--- src/design/rgs_pkg.sv ---
`timescale 1ns / 1ps

package rgs_pkg;

  localparam int FUNC_W  = 2;
  localparam int MS_W    = 16;
  localparam int IDX_W   = 4;
  localparam int COLOR_W = 8;
  localparam int TOTAL_W = 5;

  typedef enum logic [FUNC_W-1:0] {
    FN_TICK  = 2'd0,
    FN_WRITE = 2'd1,
    FN_START = 2'd2,
    FN_STOP  = 2'd3
  } func_t;

  typedef struct packed {
    logic [COLOR_W-1:0] red;
    logic [COLOR_W-1:0] green;
    logic [COLOR_W-1:0] blue;
    logic [MS_W-1:0]    dur;
  } step_t;

  // controller to datapath
  typedef struct packed {
    logic       take;
    logic       rd_tgt;
    logic       div_init;
    logic       div_step;
    logic       acc;
    logic       from_ld;
    logic       to_ld;
    logic       sq_ld;
    logic       cu_ld;
    logic       ease_ld;
    logic [2:0] blend_ld;
  } dp_cmd_t;

  // datapath to controller
  typedef struct packed {
    logic tick_go;
    logic div_skip;
    logic div_done;
  } dp_stat_t;

endpackage

--- src/design/rgs_ctrl.sv ---
`timescale 1ns / 1ps

module rgs_ctrl (
  input  logic              clk,
  input  logic              rst,
  input  logic              in_valid,
  output logic              in_ready,
  output logic              out_valid,
  input  logic              out_ready,
  input  rgs_pkg::dp_stat_t stat,
  output rgs_pkg::dp_cmd_t  cmd
);
  import rgs_pkg::*;

  typedef enum logic [13:0] {
    S_IDLE    = 14'h0001,
    S_RDDUR   = 14'h0002,
    S_DIVINIT = 14'h0004,
    S_DIV     = 14'h0008,
    S_ACC     = 14'h0010,
    S_RDFROM  = 14'h0020,
    S_RDTO    = 14'h0040,
    S_SQ      = 14'h0080,
    S_CU      = 14'h0100,
    S_EASE    = 14'h0200,
    S_BLR     = 14'h0400,
    S_BLG     = 14'h0800,
    S_BLB     = 14'h1000,
    S_OUT     = 14'h2000
  } state_t;

  state_t state;
  state_t state_next;

  always_comb begin
    state_next = state;
    cmd        = '0;
    in_ready   = (state == S_IDLE);
    out_valid  = (state == S_OUT);
    cmd.take   = in_valid && in_ready;
    unique case (state)
      S_IDLE: begin
        if (in_valid) begin
          state_next = stat.tick_go ? S_RDDUR : S_OUT;
        end
      end
      S_RDDUR: begin
        state_next = S_DIVINIT;
      end
      S_DIVINIT: begin
        cmd.div_init = 1'b1;
        state_next   = stat.div_skip ? S_ACC : S_DIV;
      end
      S_DIV: begin
        cmd.div_step = 1'b1;
        if (stat.div_done) begin
          state_next = S_ACC;
        end
      end
      S_ACC: begin
        cmd.acc    = 1'b1;
        state_next = S_RDFROM;
      end
      S_RDFROM: begin
        state_next = S_RDTO;
      end
      S_RDTO: begin
        cmd.rd_tgt  = 1'b1;
        cmd.from_ld = 1'b1;
        state_next  = S_SQ;
      end
      S_SQ: begin
        cmd.to_ld  = 1'b1;
        cmd.sq_ld  = 1'b1;
        state_next = S_CU;
      end
      S_CU: begin
        cmd.cu_ld  = 1'b1;
        state_next = S_EASE;
      end
      S_EASE: begin
        cmd.ease_ld = 1'b1;
        state_next  = S_BLR;
      end
      S_BLR: begin
        cmd.blend_ld[0] = 1'b1;
        state_next      = S_BLG;
      end
      S_BLG: begin
        cmd.blend_ld[1] = 1'b1;
        state_next      = S_BLB;
      end
      S_BLB: begin
        cmd.blend_ld[2] = 1'b1;
        state_next      = S_OUT;
      end
      S_OUT: begin
        if (out_ready) begin
          state_next = S_IDLE;
        end
      end
      default: begin
        state_next = S_IDLE;
      end
    endcase
  end

  always_ff @(posedge clk) begin
    if (rst) begin
      state <= S_IDLE;
    end else begin
      state <= state_next;
    end
  end

endmodule

--- src/design/rgs_dp.sv ---
`timescale 1ns / 1ps

module rgs_dp #(
  parameter int MAX_STEPS = 16,
  parameter int FRAC_BITS = 16
) (
  input  logic                         clk,
  input  logic                         rst,
  input  rgs_pkg::dp_cmd_t             cmd,
  output rgs_pkg::dp_stat_t            stat,
  input  logic [rgs_pkg::FUNC_W-1:0]   func,
  input  logic [rgs_pkg::MS_W-1:0]     elapsed_ms,
  input  logic [rgs_pkg::IDX_W-1:0]    entry_index,
  input  logic [rgs_pkg::COLOR_W-1:0]  red_in,
  input  logic [rgs_pkg::COLOR_W-1:0]  green_in,
  input  logic [rgs_pkg::COLOR_W-1:0]  blue_in,
  input  logic [rgs_pkg::MS_W-1:0]     duration_ms,
  input  logic [rgs_pkg::TOTAL_W-1:0]  step_total,
  output logic [rgs_pkg::COLOR_W-1:0]  red_duty,
  output logic [rgs_pkg::COLOR_W-1:0]  green_duty,
  output logic [rgs_pkg::COLOR_W-1:0]  blue_duty,
  output logic                         running,
  output logic [rgs_pkg::IDX_W-1:0]    from_step,
  output logic [rgs_pkg::IDX_W-1:0]    to_step
);
  import rgs_pkg::*;

  localparam int IW   = $clog2(MAX_STEPS);
  localparam int CW   = $clog2(MAX_STEPS + 1);
  localparam int PW   = FRAC_BITS + 1;
  localparam int CNTW = $clog2(FRAC_BITS + 1);
  localparam int VW   = FRAC_BITS + COLOR_W + 2;
  localparam logic [PW-1:0] ONE_Q = {1'b1, {FRAC_BITS{1'b0}}};

  func_t fn;

  // step table
  step_t          mem [MAX_STEPS];
  step_t          rd_data;
  logic [IW-1:0]  rd_addr;
  logic [IW-1:0]  waddr;

  // sequencer state
  logic [CW-1:0]      count;
  logic [CW-1:0]      cnt_new;
  logic [IW-1:0]      cur;
  logic [IW-1:0]      tgt;
  logic [PW-1:0]      prog;
  logic               active;
  logic [COLOR_W-1:0] shown_r;
  logic [COLOR_W-1:0] shown_g;
  logic [COLOR_W-1:0] shown_b;

  // divider
  logic [MS_W-1:0] elapsed;
  logic [MS_W-1:0] dvsr;
  logic [MS_W:0]   rem;
  logic [MS_W:0]   shifted;
  logic            nbit;
  logic            fits;
  logic [CNTW-1:0] div_cnt;
  logic [PW-1:0]   quo;

  // progress update
  logic [PW:0]   sum;
  logic [PW-1:0] sat;
  logic [IW:0]   tgt_inc;
  logic          wrap;

  // easing
  step_t               from_e;
  step_t               to_e;
  logic                t_lo;
  logic [PW:0]         u_full;
  logic [PW-1:0]       x;
  logic [PW-1:0]       mul_a;
  logic [2*PW-1:0]     prod;
  logic [PW-1:0]       sq;
  logic [PW-1:0]       cu;
  logic [PW+1:0]       lo_e;
  logic [FRAC_BITS-1:0] e_lo;
  logic [PW-1:0]       half;
  logic [PW-1:0]       hi_diff;
  logic [FRAC_BITS-1:0] e_hi;
  logic [FRAC_BITS-1:0] ease;

  // blend
  logic [COLOR_W-1:0]        a_c;
  logic [COLOR_W-1:0]        b_c;
  logic signed [COLOR_W:0]   bdiff;
  logic signed [VW-1:0]      bprod;
  logic signed [VW-1:0]      vsum;
  logic [COLOR_W-1:0]        blend_out;

  assign fn      = func_t'(func);
  assign waddr   = IW'(entry_index);
  assign rd_addr = cmd.rd_tgt ? tgt : cur;
  assign cnt_new = (int'(step_total) > MAX_STEPS) ? CW'(MAX_STEPS) : CW'(step_total);

  assign stat.tick_go  = (fn == FN_TICK) && active && (count >= CW'(2));
  assign stat.div_skip = (rd_data.dur == '0) || ({1'b0, elapsed} >= {rd_data.dur, 1'b0});
  assign stat.div_done = (div_cnt == '0);

  // one quotient bit per cycle
  assign shifted = {rem[MS_W-1:0], nbit};
  assign fits    = (shifted >= {1'b0, dvsr});

  assign sum     = {1'b0, prog} + {1'b0, quo};
  assign sat     = sum[PW] ? '1 : sum[PW-1:0];
  assign tgt_inc = {1'b0, tgt} + (IW+1)'(1);
  assign wrap    = (tgt_inc == (IW+1)'(count));

  assign t_lo   = ~prog[FRAC_BITS-1];
  assign u_full = {1'b1, {PW{1'b0}}} - {1'b0, prog[FRAC_BITS-1:0], 1'b0};
  assign x      = t_lo ? prog : u_full[PW-1:0];
  assign mul_a  = cmd.cu_ld ? sq : x;
  assign prod   = mul_a * x;

  assign lo_e    = {cu, 2'b00};
  assign e_lo    = (lo_e >= (PW+2)'(ONE_Q)) ? '1 : lo_e[FRAC_BITS-1:0];
  assign half    = {1'b0, cu[PW-1:1]};
  assign hi_diff = ONE_Q - half;

  always_comb begin
    if (half >= ONE_Q) begin
      e_hi = '0;
    end else if (hi_diff[FRAC_BITS]) begin
      e_hi = '1;
    end else begin
      e_hi = hi_diff[FRAC_BITS-1:0];
    end
  end

  always_comb begin
    if (cmd.blend_ld[1]) begin
      a_c = from_e.green;
      b_c = to_e.green;
    end else if (cmd.blend_ld[2]) begin
      a_c = from_e.blue;
      b_c = to_e.blue;
    end else begin
      a_c = from_e.red;
      b_c = to_e.red;
    end
  end

  // a + (b - a) * e, one channel per cycle
  assign bdiff     = $signed({1'b0, b_c}) - $signed({1'b0, a_c});
  assign bprod     = bdiff * $signed({1'b0, ease});
  assign vsum      = $signed({2'b00, a_c, {FRAC_BITS{1'b0}}}) + bprod;
  assign blend_out = vsum[FRAC_BITS +: COLOR_W];

  always_ff @(posedge clk) begin
    if (cmd.take && (fn == FN_WRITE) && (int'(entry_index) < MAX_STEPS)) begin
      mem[waddr] <= {red_in, green_in, blue_in, duration_ms};
    end
    rd_data <= mem[rd_addr];
  end

  always_ff @(posedge clk) begin
    if (rst) begin
      count   <= '0;
      cur     <= '0;
      tgt     <= '0;
      prog    <= '0;
      active  <= 1'b0;
      shown_r <= '0;
      shown_g <= '0;
      shown_b <= '0;
    end else begin
      if (cmd.take) begin
        unique case (fn)
          FN_START: begin
            count <= cnt_new;
            if (cnt_new >= CW'(2)) begin
              cur    <= '0;
              tgt    <= IW'(1);
              prog   <= '0;
              active <= 1'b1;
            end
          end
          FN_STOP: begin
            active  <= 1'b0;
            shown_r <= '0;
            shown_g <= '0;
            shown_b <= '0;
          end
          default: begin
          end
        endcase
      end
      if (cmd.acc) begin
        if (sat[FRAC_BITS]) begin
          prog <= '0;
          cur  <= tgt;
          tgt  <= wrap ? '0 : tgt_inc[IW-1:0];
        end else begin
          prog <= sat;
        end
      end
      if (cmd.blend_ld[0]) begin
        shown_r <= blend_out;
      end
      if (cmd.blend_ld[1]) begin
        shown_g <= blend_out;
      end
      if (cmd.blend_ld[2]) begin
        shown_b <= blend_out;
      end
    end
  end

  always_ff @(posedge clk) begin
    if (cmd.take) begin
      elapsed <= elapsed_ms;
    end
    // quo preset to all ones covers the saturated case
    if (cmd.div_init) begin
      dvsr    <= rd_data.dur;
      rem     <= {2'b00, elapsed[MS_W-1:1]};
      nbit    <= elapsed[0];
      div_cnt <= CNTW'(FRAC_BITS);
      quo     <= '1;
    end
    if (cmd.div_step) begin
      rem     <= fits ? (shifted - {1'b0, dvsr}) : shifted;
      quo     <= {quo[PW-2:0], fits};
      nbit    <= 1'b0;
      div_cnt <= div_cnt - CNTW'(1);
    end
    if (cmd.from_ld) begin
      from_e <= rd_data;
    end
    if (cmd.to_ld) begin
      to_e <= rd_data;
    end
    if (cmd.sq_ld) begin
      sq <= prod[FRAC_BITS +: PW];
    end
    if (cmd.cu_ld) begin
      cu <= prod[FRAC_BITS +: PW];
    end
    if (cmd.ease_ld) begin
      ease <= t_lo ? e_lo : e_hi;
    end
  end

  assign red_duty   = shown_r;
  assign green_duty = shown_g;
  assign blue_duty  = shown_b;
  assign running    = active;
  assign from_step  = IDX_W'(cur);
  assign to_step    = IDX_W'(tgt);

endmodule

--- src/design/rgb_gradient_sequencer.sv ---
`timescale 1ns / 1ps
// rgb_gradient_sequencer: fades an RGB LED through a table of color steps
// with cubic ease-in-out.
// Input channel (in_valid / in_ready) carries one item: func selects tick,
// write step entry, start with step_total steps, or stop. Every item gives
// exactly one result on the output channel (out_valid / out_ready): the
// shown duty per color, running, and the from / to step indexes.
// Write, start, stop and idle ticks: the result is valid in the cycle
// after the item is taken.
// Active tick: a table read of the duration, then a bit-serial divider
// giving FRAC_BITS + 1 quotient bits for the progress increment, then
// table reads, two multiplies for the easing and one blend state per
// color. The divider is skipped for a zero duration or a saturated
// increment.
// One item is in flight at a time; the next item is taken in the cycle
// after its result is taken.
// While out_ready is low the result holds and no item is taken.
// Reset clears count, indexes, progress and the LED; the step table is
// not cleared and must be written before it is used.

module rgb_gradient_sequencer #(
  parameter int MAX_STEPS = 16,
  parameter int FRAC_BITS = 16
) (
  input  logic                         clk,
  input  logic                         rst,
  input  logic                         in_valid,
  output logic                         in_ready,
  input  logic [rgs_pkg::FUNC_W-1:0]   func,
  input  logic [rgs_pkg::MS_W-1:0]     elapsed_ms,
  input  logic [rgs_pkg::IDX_W-1:0]    entry_index,
  input  logic [rgs_pkg::COLOR_W-1:0]  red_in,
  input  logic [rgs_pkg::COLOR_W-1:0]  green_in,
  input  logic [rgs_pkg::COLOR_W-1:0]  blue_in,
  input  logic [rgs_pkg::MS_W-1:0]     duration_ms,
  input  logic [rgs_pkg::TOTAL_W-1:0]  step_total,
  output logic                         out_valid,
  input  logic                         out_ready,
  output logic [rgs_pkg::COLOR_W-1:0]  red_duty,
  output logic [rgs_pkg::COLOR_W-1:0]  green_duty,
  output logic [rgs_pkg::COLOR_W-1:0]  blue_duty,
  output logic                         running,
  output logic [rgs_pkg::IDX_W-1:0]    from_step,
  output logic [rgs_pkg::IDX_W-1:0]    to_step
);
  import rgs_pkg::*;

  dp_cmd_t  cmd;
  dp_stat_t stat;

  rgs_ctrl u_ctrl (
    .clk       (clk),
    .rst       (rst),
    .in_valid  (in_valid),
    .in_ready  (in_ready),
    .out_valid (out_valid),
    .out_ready (out_ready),
    .stat      (stat),
    .cmd       (cmd)
  );

  rgs_dp #(
    .MAX_STEPS (MAX_STEPS),
    .FRAC_BITS (FRAC_BITS)
  ) u_dp (
    .clk         (clk),
    .rst         (rst),
    .cmd         (cmd),
    .stat        (stat),
    .func        (func),
    .elapsed_ms  (elapsed_ms),
    .entry_index (entry_index),
    .red_in      (red_in),
    .green_in    (green_in),
    .blue_in     (blue_in),
    .duration_ms (duration_ms),
    .step_total  (step_total),
    .red_duty    (red_duty),
    .green_duty  (green_duty),
    .blue_duty   (blue_duty),
    .running     (running),
    .from_step   (from_step),
    .to_step     (to_step)
  );

  // one item in flight
  a_one_item: assert property (@(posedge clk) disable iff (rst)
    !(in_ready && out_valid))
    else $error("item taken while a result is pending");

  a_short_item: assert property (@(posedge clk) disable iff (rst)
    (in_valid && in_ready && !stat.tick_go) |=> out_valid)
    else $error("short item result not ready in one cycle");

  a_stop_dark: assert property (@(posedge clk) disable iff (rst)
    (in_valid && in_ready && (func == FN_STOP)) |=>
      (!running && (red_duty == '0) && (green_duty == '0) && (blue_duty == '0)))
    else $error("stop did not turn the led off");

  a_run_by_start: assert property (@(posedge clk) disable iff (rst)
    $rose(running) |-> $past(in_valid && in_ready && (func == FN_START)))
    else $error("running set without a start item");

endmodule
--- config.mk ---
export PLATFORM = sky130hd
export DESIGN_NAME = rgb_gradient_sequencer
export DESIGN_NICKNAME = d
export VERILOG_FILES = /design/src/design/rgs_pkg.sv /design/src/design/rgs_ctrl.sv /design/src/design/rgs_dp.sv /design/src/design/rgb_gradient_sequencer.sv
export SDC_FILE = /design/constraint.sdc
export NUM_CORES = 2
export LEC_CHECK = 0
export BUFFER_PORTS_ARGS = -buffer_cell sky130_fd_sc_hd__buf_4
export CORE_MARGIN = 4
export CORE_UTILIZATION = 50
export CTS_BUF_LIST = sky130_fd_sc_hd__clkbuf_4 sky130_fd_sc_hd__clkbuf_8
export CTS_CLUSTER_DIAMETER = 200
export DETAILED_ROUTE_END_ITERATION = 8
export PLACE_DENSITY = 0.66
export SLEW_MARGIN = 30
export SYNTH_ARGS = -nofsm -noshare
export SYNTH_HDL_FRONTEND = slang
export SYNTH_SLANG_ARGS = --single-unit
--- constraint.sdc ---
create_clock -name clk -period 15.2 [get_ports clk]
set_input_delay 3.04 -clock clk [delete_from_list [all_inputs] [get_ports clk]]
set_output_delay 3.04 -clock clk [all_outputs]
set_load 0.03 [all_outputs]
==> impl_metrics.yaml <==
power:
  comb_power_share_pct: 2.0
  cellLeakagePower_nw: 21.4
  p_clk_share_pct: 43.1
  power.density_mw_per_mm2: 89.8
  p_seq_share_pct: 54.8
  swShare_pct: 21.1
  p_int_mw: 3.97
  ir_worst_vdd_mv: 0.0817
  p_switching_mw: 1.06
logic_synthesis:
  synth-seq-cells: 917
  syn_avg_cell_area_um2: 13.5
  synthArstFlopShare_pct: 0
  synth.area.top_cells: "edfxtp_1, fa_1, mux4_2"
  synth_warnings: 0
  synth_cells: 3748
  synth_cell_types: 86
  seq_area_frac_synth_pct: 52.3
  syn_area_mm2: 0.0505
  yosysTopAreaCell: "edfxtp_1"
  ys.flop_type: "edfxtp_1"
  syn_nets: 4358
  yosysTopAreaCellShare_pct: 48.0
  synth_edf_count: 808
timing:
  rsz0062_at_grt: "false"
  finalSetupViolations: 0
  clock_skew_ps: 46.8
  drv_slew: 0
  tightest_slew_ps: 999
  tns_ps: 0
  post-route-min-period_ps: 9770
  fmax_mhz: 102
  hold_viol: 0
  period_share_pct: 64.3
  timing.max_slew.rel_slack_pct: 33.3
critical_path:
  cp_max_fo: 13
  critPathArrivalTime_ps: 10440
  path_class: "register to register"
  start_kind: "register"
  crit_path_end_kind: "register"
  required_ps: 15860
  crit_slowest_cell: "and4_1"
  max_stage_delay_ps: 760
  crit_top_cell: "fa_1"
  r2r_slack_ps: 5430
cells_and_area:
  drive_gt1_share_pct: 16.5
  final_nets: 4539
  most-common-layout-cells: "edfxtp_1, inv_1, nand2_1"
  postLayoutCellArea_mm2: 0.0560
  area_growth_pct: 10.8
  layout.cells.most_common: "edfxtp_1"
  final_core_util_pct: 55.9
clocking:
  postCtsHoldBufs: 0
  clkTransAtPathRegs_ps: 60
  cts_sinks: 917
  cts_max_level: 4
  post_cts_resized: 0
  clockBufferDepth: 3
  cts_root_buf: "clkbuf_8"
  cts-buffers-inserted: 150
  cts_tree: "done"
  post-cts-setup-buffers: 0
  insertion_delay_ps: 810
routing:
  drt_first_pass_iters: 6
  wl_per_cell_um: 22.6
  ant_nets: 0
  initialDrtViolationCount: 2530
  drc_errors: 0
  viasPerCell: 5.70
  wirelength_um: 121000
  vias: 30500
flow_run:
  drv_cap: 0
global_route:
  grt.overflow.total: 0
  first_global_vias: 31500
  antenna_found_initial: 5
  grt_max_degree: 78
  grt_pass1_wl_um: 187000
  track_usage_pct: 23.1
floorplanning:
  initial_utilization_pct: 50.5
  die_w_um: 326
  ios: 106
  dieArea_mm2: 0.106
  num_rows: 116
  coreArea_mm2: 0.100
  die_h_um: 326
place:
  gp_congestion: 0.928
  placedInstanceArea_mm2: 0.0529
  dp_hpwl_um: 79400
  port_buffers: 105
run_status:
  status: "finished clean"
hold_path:
  hold_path_class: "register to register"
worst max-delay path, delay by kind of cell (launching register included):
family	cells	cell delay (ps)
AO/OA/AOI/OAI	9	2600
flip-flops	1	380
adder cells (fa/ha/maj)	8	3610
buffers and inverters	4	200
AND/OR/NAND/NOR	9	2840
path summary, 6_finish.rpt:
path | startpoint | end | cells past startpoint
setup reg to reg | u_ctrl.state[1] | u_dp.blue_duty[7] | 30
setup / recovery | u_ctrl.state[1] | u_dp.blue_duty[7] | 30
hold reg to reg | u_dp.rd_data[37] | u_dp.to_e[37] | 0
hold / removal | u_dp.rd_data[37] | u_dp.to_e[37] | 0
cell usage after synthesis, drive strengths merged, types with 47 or more instances:
cell,number
inv,411
edfxtp,808
ha,210
nor3,47
a21oi,83
mux4,160
fa,329
nand2,367
clkbuf,105
nor2,269
o21ai,66
a31oi,60
and2,121
dfxtp,109
xnor2,60
area by class of cell:
type | instances | area [um2]
diodes | 2 | 5.00
clock buffers | 219 | 2660
clock inverters | 53 | 422
fillers | 8188 | 44100
inverters | 412 | 1550
multi-input cells | 2276 | 22000
flip-flops and latches | 917 | 26400
well taps | 1298 | 1620
repair buffers | 172 | 1320
registers in the layout, indices dropped and copies added, names as in the netlist, 8 cells and up:
signal and flops:
u_ctrl.state 14, u_dp.blue_duty 8, u_dp.cu 17, u_dp.dvsr 16
u_dp.ease 16, u_dp.elapsed 16, u_dp.from_e 24, u_dp.green_duty 8
u_dp.mem 640, u_dp.prog 16, u_dp.quo 17, u_dp.rd_data 40
u_dp.red_duty 8, u_dp.rem 16, u_dp.sq 17, u_dp.to_e 24
power by group through the flow:
stage          Sequential, mW  Combinational, mW  Clock, mW
2_1_floorplan            2.81             0.0428          0
3_3_place_gp             2.81             0.0995          0
3_5_place_dp             2.81              0.101          0
4_1_cts                  2.76              0.102       2.23
5_1_grt                  2.76              0.112       2.35
6_report                 2.76              0.102       2.17
kinds of logic (layout without fill, tap and decap cells):
| group | Yosys count | in the layout | share of synthesized area (%) |
|---|---|---|---|
| buffers and inverters | 555 | 856 | 4.61 |
| xor gates and xnor gates | 89 | 89 | 1.54 |
| AOI/OAI and AO/OA | 387 | 387 | 5.04 |
| other | 0 | 2 | 0 |
| and+or+nand+nor | 1045 | 1045 | 9.93 |
| DFF | 917 | 917 | 52.3 |
| muxes | 216 | 216 | 8.32 |
| adders and majority gates | 539 | 539 | 18.2 |
routing by layer:
layer	global-route usage, %	part of all wire (%)
met1	29.9	41
met2	38.5	49
met3	5.36	7.0
met4	8.13	3.2
met5	0	0.0091
metrics by stage:
stage | power (mW) | std cells | setup slack (ps) | hold WS [ps]
3_3_place_gp | 2.91 | 5073 | 5610 | 408
3_5_place_dp | 2.91 | 5075 | 5510 | 415
6_report | 5.03 | 5349 | 5430 | 422
5_1_grt | 5.22 | 5349 | 4830 | 446
4_1_cts | 5.08 | 5347 | 5480 | 424
2_1_floorplan | 2.85 | 3748 | 6500 | 404
Power figures use the tool's default switching activity.
